--- src/hw/rtl/tirb_pkg.sv ---
// tirb_pkg: shared types, address map and mode bit positions for the
// timer and interrupt register block
// no dependencies

package tirb_pkg;

   // number of timers fitted (1 to 4) and the width of a timer index
   localparam int TIMER_COUNT = 4;
   localparam int TIMER_IDX_W = 2;

   // operation codes carried in tuser
   typedef enum logic [1:0] {
      OP_READ  = 2'd0,
      OP_WRITE = 2'd1,
      OP_TICK  = 2'd2,
      OP_NONE  = 2'd3
   } tirb_op_type;

   // fixed register addresses
   localparam logic [31:0] ADDR_IRQ_STATUS   = 32'h1000_F000;
   localparam logic [31:0] ADDR_IRQ_ENABLE   = 32'h1000_F010;
   localparam logic [31:0] ADDR_DMA_CONTROL  = 32'h1000_E000;
   localparam logic [31:0] ADDR_DMA_STATUS   = 32'h1000_E010;
   localparam logic [31:0] ADDR_DMA_PRIORITY = 32'h1000_E020;
   localparam logic [31:0] ADDR_MBOX_MAIN    = 32'h1000_F220;
   localparam logic [31:0] ADDR_MBOX_SUB     = 32'h1000_F230;

   // timer windows: 0x40 bytes each, 0x800 apart from the base
   localparam logic [31:0] TIMER_BASE = 32'h1000_0000;
   localparam logic [5:0]  OFS_COUNT   = 6'h00;
   localparam logic [5:0]  OFS_MODE    = 6'h10;
   localparam logic [5:0]  OFS_COMPARE = 6'h20;
   localparam logic [5:0]  OFS_HOLD    = 6'h30;

   // mode register bit positions
   localparam int MODE_ZRET = 6;
   localparam int MODE_CUE  = 7;
   localparam int MODE_CMPE = 8;
   localparam int MODE_OVFE = 9;
   localparam int MODE_EQUF = 10;
   localparam int MODE_OVFF = 11;

   // irq_status bit of timer 0
   localparam int IRQ_TIMER_BIT0 = 9;

   // one register access or tick as held in the input stage
   typedef struct packed {
      tirb_op_type op;
      logic [31:0] addr;
      logic [31:0] wdata;
      logic [15:0] ticks;
   } tirb_access_type;

   // per-timer command from the decoder
   typedef struct packed {
      logic        tick;
      logic [15:0] ticks;
      logic        wr_count;
      logic        wr_mode;
      logic        wr_compare;
      logic        wr_hold;
      logic [31:0] wdata;
   } tirb_timer_cmd_type;

   // per-timer registers and interrupt request back to the decoder
   typedef struct packed {
      logic [15:0] count;
      logic [31:0] mode;
      logic [15:0] compare;
      logic [15:0] hold;
      logic        irq_hit;
   } tirb_timer_state_type;

endpackage

--- src/hw/rtl/tirb_timer.sv ---
// tirb_timer: one 16-bit timer with count, mode, compare and hold registers
// depends on tirb_pkg

module tirb_timer
   import tirb_pkg::*;
(
   input  logic                 clock,
   input  logic                 reset,
   input  tirb_timer_cmd_type   cmd,
   output tirb_timer_state_type state
);

   logic [15:0] count_ff, count_in;
   logic [31:0] mode_ff, mode_in;
   logic [15:0] compare_ff, compare_in;
   logic [15:0] hold_ff, hold_in;
   logic        irq_hit;

   // tick arithmetic and register writes
   always_comb begin
      logic [16:0] sum;
      logic        match;
      logic        ovf;
      sum        = {1'b0, count_ff} + {1'b0, cmd.ticks};
      match      = mode_ff[MODE_CMPE] && (compare_ff != 16'd0) &&
                   (count_ff < compare_ff) && (sum[15:0] >= compare_ff);
      ovf        = mode_ff[MODE_OVFE] && sum[16];
      count_in   = count_ff;
      mode_in    = mode_ff;
      compare_in = compare_ff;
      hold_in    = hold_ff;
      irq_hit    = 1'b0;
      if (cmd.tick && mode_ff[MODE_CUE]) begin
         count_in = (match && mode_ff[MODE_ZRET]) ? 16'd0 : sum[15:0];
         if (match) mode_in[MODE_EQUF] = 1'b1;
         if (ovf) mode_in[MODE_OVFF] = 1'b1;
         irq_hit = match || ovf;
      end
      if (cmd.wr_count) count_in = cmd.wdata[15:0];
      if (cmd.wr_mode) begin
         mode_in = cmd.wdata;
         mode_in[MODE_EQUF] = 1'b0;
         mode_in[MODE_OVFF] = 1'b0;
      end
      if (cmd.wr_compare) compare_in = cmd.wdata[15:0];
      if (cmd.wr_hold) hold_in = cmd.wdata[15:0];
   end

   // timer registers
   always_ff @(posedge clock) begin
      if (reset) begin
         count_ff   <= '0;
         mode_ff    <= '0;
         compare_ff <= '0;
         hold_ff    <= '0;
      end else begin
         count_ff   <= count_in;
         mode_ff    <= mode_in;
         compare_ff <= compare_in;
         hold_ff    <= hold_in;
      end
   end

   assign state.count   = count_ff;
   assign state.mode    = mode_ff;
   assign state.compare = compare_ff;
   assign state.hold    = hold_ff;
   assign state.irq_hit = irq_hit;

`ifndef NO_ASSERTIONS
   // a mode write always leaves both sticky flags clear
   assert property (@(posedge clock) disable iff (reset)
      cmd.wr_mode |=> (mode_ff[MODE_EQUF] == 1'b0) && (mode_ff[MODE_OVFF] == 1'b0))
      else $error("timer mode write kept a sticky flag");

   // the count only moves on a write or an enabled tick
   assert property (@(posedge clock) disable iff (reset)
      (!cmd.wr_count && !(cmd.tick && mode_ff[MODE_CUE])) |=> $stable(count_ff))
      else $error("timer count moved without cause");
`endif

endmodule

--- src/hw/rtl/tirb_regs.sv ---
// tirb_regs: address decode, interrupt, dma and mailbox registers,
// the timer bank and the read mux
// depends on tirb_pkg and tirb_timer

module tirb_regs
   import tirb_pkg::*;
(
   input  logic            clock,
   input  logic            reset,
   input  logic            fire,
   input  tirb_access_type acc,
   output logic [31:0]     read_data
);

   logic [31:0] irq_status_ff, irq_status_in;
   logic [31:0] irq_enable_ff, irq_enable_in;
   logic [31:0] dma_control_ff, dma_control_in;
   logic [31:0] dma_status_ff, dma_status_in;
   logic [31:0] dma_priority_ff, dma_priority_in;
   logic [31:0] mbox_main_ff, mbox_main_in;
   logic [31:0] mbox_sub_ff, mbox_sub_in;

   logic                 do_write;
   logic                 do_read;
   logic                 do_tick;
   logic [TIMER_COUNT-1:0] win_hit;
   tirb_timer_cmd_type   tmr_cmd [TIMER_COUNT];
   tirb_timer_state_type tmr_state [TIMER_COUNT];

   assign do_write = fire && (acc.op == OP_WRITE);
   assign do_read  = (acc.op == OP_READ);
   assign do_tick  = fire && (acc.op == OP_TICK);

   // timer windows and their commands
   for (genvar i = 0; i < TIMER_COUNT; i++) begin : g_timer
      assign win_hit[i] = (acc.addr[31:13] == TIMER_BASE[31:13]) &&
                          (acc.addr[12:11] == TIMER_IDX_W'(i)) &&
                          (acc.addr[10:6] == 5'd0);

      always_comb begin
         tmr_cmd[i].tick       = do_tick;
         tmr_cmd[i].ticks      = acc.ticks;
         tmr_cmd[i].wr_count   = do_write && win_hit[i] && (acc.addr[5:0] == OFS_COUNT);
         tmr_cmd[i].wr_mode    = do_write && win_hit[i] && (acc.addr[5:0] == OFS_MODE);
         tmr_cmd[i].wr_compare = do_write && win_hit[i] && (acc.addr[5:0] == OFS_COMPARE);
         tmr_cmd[i].wr_hold    = do_write && win_hit[i] && (acc.addr[5:0] == OFS_HOLD);
         tmr_cmd[i].wdata      = acc.wdata;
      end

      tirb_timer u_timer (
         .clock (clock),
         .reset (reset),
         .cmd   (tmr_cmd[i]),
         .state (tmr_state[i])
      );
   end

   // next values of the fixed registers
   always_comb begin
      irq_status_in   = irq_status_ff;
      irq_enable_in   = irq_enable_ff;
      dma_control_in  = dma_control_ff;
      dma_status_in   = dma_status_ff;
      dma_priority_in = dma_priority_ff;
      mbox_main_in    = mbox_main_ff;
      mbox_sub_in     = mbox_sub_ff;
      if (do_write) begin
         case (acc.addr)
            ADDR_IRQ_STATUS:   irq_status_in   = irq_status_ff & ~acc.wdata;
            ADDR_IRQ_ENABLE:   irq_enable_in   = irq_enable_ff ^ acc.wdata;
            ADDR_DMA_CONTROL:  dma_control_in  = acc.wdata;
            ADDR_DMA_STATUS:   dma_status_in   = acc.wdata;
            ADDR_DMA_PRIORITY: dma_priority_in = acc.wdata;
            ADDR_MBOX_MAIN:    mbox_main_in    = acc.wdata;
            ADDR_MBOX_SUB:     mbox_sub_in     = acc.wdata;
            default: ;
         endcase
      end
      // timer events raise their status bits
      for (int i = 0; i < TIMER_COUNT; i++) begin
         if (tmr_state[i].irq_hit) irq_status_in[IRQ_TIMER_BIT0 + i] = 1'b1;
      end
   end

   always_ff @(posedge clock) begin
      if (reset) begin
         irq_status_ff   <= '0;
         irq_enable_ff   <= '0;
         dma_control_ff  <= '0;
         dma_status_ff   <= '0;
         dma_priority_ff <= '0;
         mbox_main_ff    <= '0;
         mbox_sub_ff     <= '0;
      end else if (fire) begin
         irq_status_ff   <= irq_status_in;
         irq_enable_ff   <= irq_enable_in;
         dma_control_ff  <= dma_control_in;
         dma_status_ff   <= dma_status_in;
         dma_priority_ff <= dma_priority_in;
         mbox_main_ff    <= mbox_main_in;
         mbox_sub_ff     <= mbox_sub_in;
      end
   end

   // read mux, zero for unmapped addresses and for writes, ticks and no-ops
   always_comb begin
      read_data = '0;
      if (do_read) begin
         case (acc.addr)
            ADDR_IRQ_STATUS:   read_data = irq_status_ff;
            ADDR_IRQ_ENABLE:   read_data = irq_enable_ff;
            ADDR_DMA_CONTROL:  read_data = dma_control_ff;
            ADDR_DMA_STATUS:   read_data = dma_status_ff;
            ADDR_DMA_PRIORITY: read_data = dma_priority_ff;
            ADDR_MBOX_MAIN:    read_data = mbox_main_ff;
            ADDR_MBOX_SUB:     read_data = mbox_sub_ff;
            default: begin
               for (int i = 0; i < TIMER_COUNT; i++) begin
                  if (win_hit[i]) begin
                     case (acc.addr[5:0])
                        OFS_COUNT:   read_data = {16'd0, tmr_state[i].count};
                        OFS_MODE:    read_data = tmr_state[i].mode;
                        OFS_COMPARE: read_data = {16'd0, tmr_state[i].compare};
                        OFS_HOLD:    read_data = {16'd0, tmr_state[i].hold};
                        default:     read_data = '0;
                     endcase
                  end
               end
            end
         endcase
      end
   end

`ifndef NO_ASSERTIONS
   // a status write clears every bit written as one (no tick in the same beat)
   assert property (@(posedge clock) disable iff (reset)
      (do_write && (acc.addr == ADDR_IRQ_STATUS)) |=>
         ((irq_status_ff & $past(acc.wdata)) == 32'd0))
      else $error("irq status bits not cleared by write");
`endif

endmodule

--- src/hw/rtl/timer_interrupt_register_block_core.sv ---
// timer_interrupt_register_block_core: top level with input stage,
// register block and result register
// depends on tirb_pkg and tirb_regs
// flow: an accepted beat is held in the input stage, then its read data is registered in the result register
// throughput: one beat per cycle; while a result waits the input stage takes
// one more beat, then req_tready stays low until the result is taken
// reset: synchronous, active high; valid flags, registers and timers return
// to zero, the input and result data stages are not reset

module timer_interrupt_register_block_core
   import tirb_pkg::*;
(
   input  logic        clock,
   input  logic        reset,
   // request channel
   input  logic        req_tvalid,
   output logic        req_tready,
   input  logic [79:0] req_tdata,   // address[31:0], write_data[63:32], tick_amount[79:64]
   input  logic [1:0]  req_tuser,   // operation[1:0]
   // response channel
   output logic        rsp_tvalid,
   input  logic        rsp_tready,
   output logic [31:0] rsp_tdata    // read_data[31:0]
);

   logic            s1_valid_ff, s1_valid_in;
   tirb_access_type s1_acc_ff, s1_acc_in;
   logic            rsp_valid_ff, rsp_valid_in;
   logic [31:0]     rsp_data_ff, rsp_data_in;
   logic            advance;
   logic            fire;
   logic            req_accept;
   logic [31:0]     read_data;

   // stage handshake
   assign advance    = !rsp_valid_ff || rsp_tready;
   assign fire       = s1_valid_ff && advance;
   assign req_tready = !s1_valid_ff || advance;
   assign req_accept = req_tvalid && req_tready;

   // input stage
   always_comb begin
      s1_valid_in     = s1_valid_ff;
      s1_acc_in       = s1_acc_ff;
      if (advance) s1_valid_in = 1'b0;
      if (req_accept) begin
         s1_valid_in     = 1'b1;
         s1_acc_in.op    = tirb_op_type'(req_tuser);
         s1_acc_in.addr  = req_tdata[31:0];
         s1_acc_in.wdata = req_tdata[63:32];
         s1_acc_in.ticks = req_tdata[79:64];
      end
   end

   // result register
   always_comb begin
      rsp_valid_in = rsp_valid_ff;
      rsp_data_in  = rsp_data_ff;
      if (rsp_tready) rsp_valid_in = 1'b0;
      if (fire) begin
         rsp_valid_in = 1'b1;
         rsp_data_in  = read_data;
      end
   end

   always_ff @(posedge clock) begin
      if (reset) begin
         s1_valid_ff  <= 1'b0;
         rsp_valid_ff <= 1'b0;
      end else begin
         s1_valid_ff  <= s1_valid_in;
         rsp_valid_ff <= rsp_valid_in;
      end
   end

   always_ff @(posedge clock) begin
      s1_acc_ff   <= s1_acc_in;
      rsp_data_ff <= rsp_data_in;
   end

   tirb_regs u_regs (
      .clock     (clock),
      .reset     (reset),
      .fire      (fire),
      .acc       (s1_acc_ff),
      .read_data (read_data)
   );

   assign rsp_tvalid = rsp_valid_ff;
   assign rsp_tdata  = rsp_data_ff;

`ifndef NO_ASSERTIONS
   // a new result only appears behind a full input stage
   assert property (@(posedge clock) disable iff (reset)
      $rose(rsp_valid_ff) |-> $past(s1_valid_ff))
      else $error("result appeared with empty input stage");
`endif

endmodule

--- config.mk ---
export PLATFORM = sky130hd
export DESIGN_NAME = timer_interrupt_register_block_core
export DESIGN_NICKNAME = d
export VERILOG_FILES = /design/src/hw/rtl/tirb_pkg.sv /design/src/hw/rtl/tirb_timer.sv /design/src/hw/rtl/tirb_regs.sv /design/src/hw/rtl/timer_interrupt_register_block_core.sv
export SDC_FILE = /design/constraint.sdc
export NUM_CORES = 2
export LEC_CHECK = 0
export BUFFER_PORTS_ARGS = -buffer_cell sky130_fd_sc_hd__buf_2
export CAP_MARGIN = 10
export CORE_ASPECT_RATIO = 1.2
export CORE_MARGIN = 3
export CORE_UTILIZATION = 25
export DETAILED_ROUTE_END_ITERATION = 10
export GPL_TIMING_DRIVEN = 0
export PLACE_DENSITY = 0.39
export SLEW_MARGIN = 15
export SYNTH_ARGS = -nofsm -noshare
export SYNTH_HDL_FRONTEND = slang
export SYNTH_HIERARCHICAL = 1
export SYNTH_SLANG_ARGS = --single-unit
--- constraint.sdc ---
create_clock -name clock -period 4.1 [get_ports clock]
set_clock_uncertainty 0.1 [all_clocks]
set_input_delay 0.41 -clock clock [delete_from_list [all_inputs] [get_ports clock]]
set_output_delay 0.41 -clock clock [all_outputs]
set_load 0.03 [all_outputs]
Yosys cells after proc, flatten, opt, wreduce, memory -nomap -nowiden
Index checks and enable logic that the tools add are counted.

Equality and inequality tests: 16. Add/subtract/negate cells: 4. Multiplexer cells: 35. Reductions and logical operators: 109. Order comparisons: 8. Bitwise logic cells: 3.

Operators by type and width (count): $pmux W32 S4 (4); $eq A32 B29 Y1 const B (7); $pmux W32 S7 (1); $mux W16 (12); $mux W32 (4); $add A16 B16 Y17 (4); $ge A16 B16 Y1 (4); $lt A16 B16 Y1 (4); $reduce_bool A16 Y1 (4); $logic_and A1 B1 Y1 (56); $reduce_and A3 Y1 (11); $and A32 B32 Y32 (1); $not A32 Y32 (1); $xor A32 B32 Y32 (1); $reduce_bool A2 Y1 (14); $mux W13 (2); $eq A19 B16 Y1 const B (1); $reduce_and A2 Y1 (8); $eq A6 B6 Y1 const B (2); $mux W1 (12); $reduce_or A2 Y1 (4); $eq A2 B2 Y1 const B (3); $eq A6 B5 Y1 const B (1); $logic_not A6 Y1 (1); 5 further kinds (13).

Register bits after elaboration: 660. Bits of input ports: 86. Logic and storage cells: 217.

Logic depth before layout (Yosys ltp)
Depth after elaboration: 8. Mapped depth: 19. Gate-level depth less buffers: 18.

Modules after synthesis
The synthesis kept the hierarchy.

Modules (own cells, without submodules): tirb_timer (area each 4503.1 µm², cells an instance 488, times used 4); tirb_regs (area each 13015.0 µm², cells an instance 1580, times used 1); timer_interrupt_register_block_core (area each 3527.1 µm², cells an instance 124, times used 1).

Least setup slack after synthesis
No wires, ideal clock.

Path kind: reg-to-reg. Start: register s1_acc_ff[1] (netlist bit). End: register u_regs.irq_status_ff[10]. Data arrival time: 3974 ps. Setup slack: -101 ps. Cell stages (with the launch flop): 19. Data required time: 3872 ps. Library setup time: 128 ps. Cells stage by stage: edfxtp_1 -> ha_1 -> a211o_1 -> a2111oi_4 -> o31ai_1 -> o41ai_4 -> o21ai_1 -> xor2_1 -> ha_1 -> a21oi_1 -> nand2_1 -> a221o_1 -> a21o_1 -> or2_2 -> nand2_1 -> o21ai_0 -> buf_4 -> a22oi_1 -> nor2_1.

Cells in the longest elaborated chain, start to end: 7. Elaborated cells on any way between the ends: 10. Those cells by class: add/sub: 1; order compare: 1; mux: 2; reduce/logical: 6.

RTL lines: start: declaration (line timer_interrupt_register_block_core.sv:27) `tirb_access_type s1_acc_ff, s1_acc_in;`; start signal: assignment (line timer_interrupt_register_block_core.sv:77) `s1_acc_ff <= s1_acc_in;`; $add A16 B16 Y17 (*) (line tirb_timer.sv:24) `sum = {1'b0, count_ff} + {1'b0, cmd.ticks};`; $ge A16 B16 Y1 (line tirb_timer.sv:26) `(count_ff < compare_ff) && (sum[15:0] >= compare_ff);`; $logic_and A1 B1 Y1 (line tirb_timer.sv:26); $logic_or A1 B1 Y1 (*) (line tirb_timer.sv:37) `irq_hit = match || ovf;`; $mux W1 (*) (line tirb_timer.sv:33) `if (cmd.tick && mode_ff[MODE_CUE]) begin`; via u_regs.g_timer[1].u_timer.irq_hit (line tirb_timer.sv:17) `logic irq_hit;`; $reduce_bool A2 Y1 (no line); $reduce_and A3 Y1 (no line); end signal: assignment (line tirb_regs.sv:95) `irq_status_ff <= irq_status_in;`; end: declaration (line tirb_regs.sv:15) `logic [31:0] irq_status_ff, irq_status_in;`.

Mark *: on every way through the listed nets, which the timed path passes. The rest lies on a longest branch. A chain may end at the register's enable or synchronous reset.

Worst setup path after layout
Start: register s1_acc_ff[2] (netlist bit). End: register u_regs.g_timer[2].u_timer.count_ff[8].

Cells in the longest elaborated chain, start to end: 7.

RTL lines: $add A16 B16 Y17 (*) (line tirb_timer.sv:24); $ge A16 B16 Y1 (line tirb_timer.sv:26); $logic_and A1 B1 Y1 (line tirb_timer.sv:26); $logic_and A1 B1 Y1 (line tirb_timer.sv:34) `count_in = (match && mode_ff[MODE_ZRET]) ? 16'd0 : sum[15:0];`; $mux W16 (*) (line tirb_timer.sv:34); $mux W16 (*) (line tirb_timer.sv:33); $mux W16 (*) (line tirb_timer.sv:39) `if (cmd.wr_count) count_in = cmd.wdata[15:0];`; end signal: assignment (line tirb_timer.sv:57) `count_ff <= count_in;`; end: declaration (line tirb_timer.sv:13) `logic [15:0] count_ff, count_in;`.

Every way passes the cells marked *; elsewhere a longest branch is shown, timed or not. The select of a mux whose other input is x is not followed.

==> key figures <==
Pwr
  – Switch Pwr: 4.05 mW
  – Peak VDD IR: 0.000310 V
  – Leakage power: 15.2 nW
  – Sequential share of power: 0.438
  – Clock network power share: 0.487
  – Net Sw Frac: 0.261
  – Pwr dens: 359 nW/um2
  – Int Power: 11.5 mW
  – Comb pwr share: 0.074

Min path
  – Hold Path Class: in2reg
  – Hold path endpoint: rsp_tvalid
  – Hold Crit Start: reset
  – Hold path depth: 2

CTS
  – Worst-path clk slew: 60 ps
  – Max clock buf depth: 3
  – Root Buffer: clkbuf_16
  – CTS tree: built
  – Sink Count: 660
  – Worst-Skew Late Latency: 690 ps
  – Number of buffers created by CTS: 84
  – H-tree levels: 3

Run
  – Max_cap viols: 0

Place
  – GPL Wtd Cong: 0.894
  – Number of port buffers: 119
  – DP HPWL: 120 mm
  – Place WS: -1020 ps
  – Placed inst area: 38000 um2
  – Placed insts: 5606

STA
  – Post-route setup slack: -243 ps
  – Slew Viols, Final: 0
  – Final setup violation count: 72
  – Hold Worst Slack: 272 ps
  – Slew headroom: 0.162
  – Final Hold Viols: 0
  – RSZ-0062 raised after global routing: true
  – Slew @ Worst Pin: 1250 ps
  – Fin crit period: 4340 ps
  – Setup_tns: -11450 ps
  – F_max: 230 MHz
  – Final Cycle Share: 1.06

Die
  – CORE AREA: 136000 um2
  – Initial Util: 0.253
  – I/O pins: 120
  – Die width: 345 um
  – Die Area: 143000 um2
  – FP Rows: 148
  – Die H: 413 um

Worst setup path
  – Worst R2R End: u_regs/g_timer[2].u_timer/count_ff[8]
  – CP max FO: 6
  – Depth of the most critical reg-to-reg path: 17
  – R2R Setup Slk: -240 ps
  – Worst EP arrival: 4830 ps
  – Reg-to-reg startpoint: s1_acc_ff[2]
  – Nature of the critical path startpoint: flop
  – CP Data Required Time: 4590 ps
  – CP Class: reg2reg
  – CP Capture Type: flop

Cells and area
  – Final nets: 4318
  – Non-Filler Instances: 5910
  – Area Growth Syn to Fin: 24.9%
  – Final Cell Area: 43200 um2
  – Layout cells sized above 1: 0.175

Synth
  – Yosys Warn Count: 6
  – Syn nets: 3934
  – Cell area after synthesis: 34600 um2
  – Post-synth top area share: 0.316
  – FF+latch count, synth: 660
  – Share of the yosys chip area belonging to registers: 0.415
  – Synthesized instance count: 3656
  – Synth area leader: dfxtp_1
  – Post-synth ARST share: 0
  – Top cells by area, synth: dfxtp_1 (32%), edfxtp_1 (9.9%), mux2i_1 (9.0%)
  – Synth Flop Type: dfxtp_1
  – Top-count cell post-synth: dfxtp_1
  – Avg Inst Size Synth: 9.45 um2
  – Synth cell count leaders: dfxtp_1 (546), nand2_1 (457), nor2_1 (396)
  – Synth cell types: 83
  – Post-synth EDFFs: 114

Global route
  – Vias in the first global route: 30.0k
  – Largest net degree at the start of global routing: 46
  – Congestion Overflow GR: 0
  – Total GRT Usage: 0.213
  – Antenna violations before repair: 2
  – First-pass GRT wire length: 223 mm

Route
  – Vias: 30.2k
  – Wirelength, routed: 158 mm
  – Final ANT Viol Nets: 0
  – Routed WL per cell: 26.7 um
  – DR iter-0 viols: 2492
  – Drt first pass iters: 5
  – DRC: 0
  – Vias per cell: 5.10

Outcome
  – Outcome: finished with violations
  – Violated checks: negative setup slack
[metrics by stage]
stage	util	total power, mW
6_report	0.316	15.5
5_1_grt	0.316	16.0
4_1_cts	0.312	15.7
3_5_place_dp	0.279	7.95
3_3_place_gp	0.274	7.88
2_1_floorplan	-	7.38
[power groups by stage]
stage	logic, mW	registers (mW)	clock network [mW]
after global routing	1.21	6.80	8.02
final	1.15	6.80	7.56
after detailed placement	0.981	6.97	0
after global placement	0.806	7.07	0
after floorplan	0.454	6.92	0
after CTS	1.12	6.80	7.74
[routing by layer]
metal / GRT usage / vias up / share of wire
met5: 0 / - / 0.00017
met4: 0.0756 / 4 / 0.041
met3: 0.0237 / 238 / 0.038
met2: 0.369 / 802 / 0.48
met1: 0.274 / 15100 / 0.44
li1: - / 14000 / -
[layout make-up]
type                    instances  area, um2
multi-input cells            2654      19500
flip-flops and latches        660      14400
fillers                     14300      93300
plain buffers                 235       1120
well taps                    1800       2250
repair buffers                303       2730
clock buffers                 118       2330
diodes                          1       2.50
clock inverters                37        458
inverters                     102        383
[cells by family after synthesis]
group           share of synthesized area
simple gates                        0.159
compound gates                      0.156
flops                               0.415
mux                                 0.136
buf+inv                            0.0429
fa+ha+maj                          0.0704
xor+xnor                           0.0203
[worst max-delay path, cell delays in order (launching register included)]
cell       delay (ps)
edfxtp_1          350
buf_4             220
ha_4              290
o21a_1            230
a2111oi_4         480
o31ai_4           150
buf_4             150
buf_4             110
nor2_1            110
xnor2_1           260
ha_1              340
a21o_1            180
a221o_1           290
o21a_1            210
o2111ai_4         340
buf_6             190
nand3_1           100
a21oi_2           170
[state kept, by name, indices dropped and copies added, names as in the netlist]
name,flops
u_regs/mbox_main_ff,32
u_regs/g_timer.u_timer/compare_ff,64
u_regs/dma_control_ff,32
u_regs/g_timer.u_timer/count_ff,64
u_regs/mbox_sub_ff,32
u_regs/g_timer.u_timer/mode_ff,128
u_regs/dma_priority_ff,32
u_regs/irq_enable_ff,32
s1_acc_ff,82
s1_valid_ff,1
u_regs/irq_status_ff,32
u_regs/dma_status_ff,32
rsp_tdata,32
rsp_tvalid,1
u_regs/g_timer.u_timer/hold_ff,64
[placed cells by master, fill, tap and decap left out, types with 20 or more instances in the layout]
cell           synthesis  layout
nand2_1              457     453
buf_6                  6      21
nand4_1               57      57
buf_4                 24      64
nor3_1                31      28
a21oi_2                1      32
ha_1                 188     170
edfxtp_1             114     114
dfxtp_1              546     543
mux2i_1              312     312
a221oi_1              36      36
clkbuf_1             148     149
nand3_2                1      20
clkbuf_2               4      28
a22oi_1               74      70
dlygate4sd3_1          0      85
buf_8                  0      21
a21oi_1              345     314
nand3_1               97      76
o21ai_0               63      59
a21o_1                40      40
mux4_2                64      64
buf_2                 43     165
xnor2_1               28      25
o21ai_1               27      23
nor4_1                22      22
nor2_1               396     395
o21a_1                24      23
clkbuf_16              0      85
xor2_1                52      48
nand2b_1              39      39
o221ai_1              23      21
inv_1                101     101
a211oi_1              31      26
[worst max path at each step]
stage	slack, ps	endpoint	start
6_report	-240	u_regs/g_timer[2].u_timer/count_ff[8]	s1_acc_ff[2]
5_1_grt	-420	u_regs/g_timer[3].u_timer/count_ff[5]	s1_acc_ff[0]
2_1_floorplan	-70	u_regs/irq_status_ff[10]	s1_acc_ff[1]
3_5_place_dp	-1020	u_regs/irq_status_ff[11]	s1_acc_ff[1]
4_1_cts	-350	u_regs/irq_status_ff[9]	s1_acc_ff[1]
3_3_place_gp	-990	u_regs/irq_status_ff[11]	s1_acc_ff[1]
[timing repair]
action | 4_1_cts | 5_1_grt
cloned | 4 | 1
endpoints found under the setup margin | 264 | 160
pin swaps | 86 | 81
buffers inserted | 46 | 19
hold buffers | 85 | 0
gates resized for setup | 103 | 105
endpoints found under the hold margin | 84 | 0
Power figures use the tool's default switching activity.
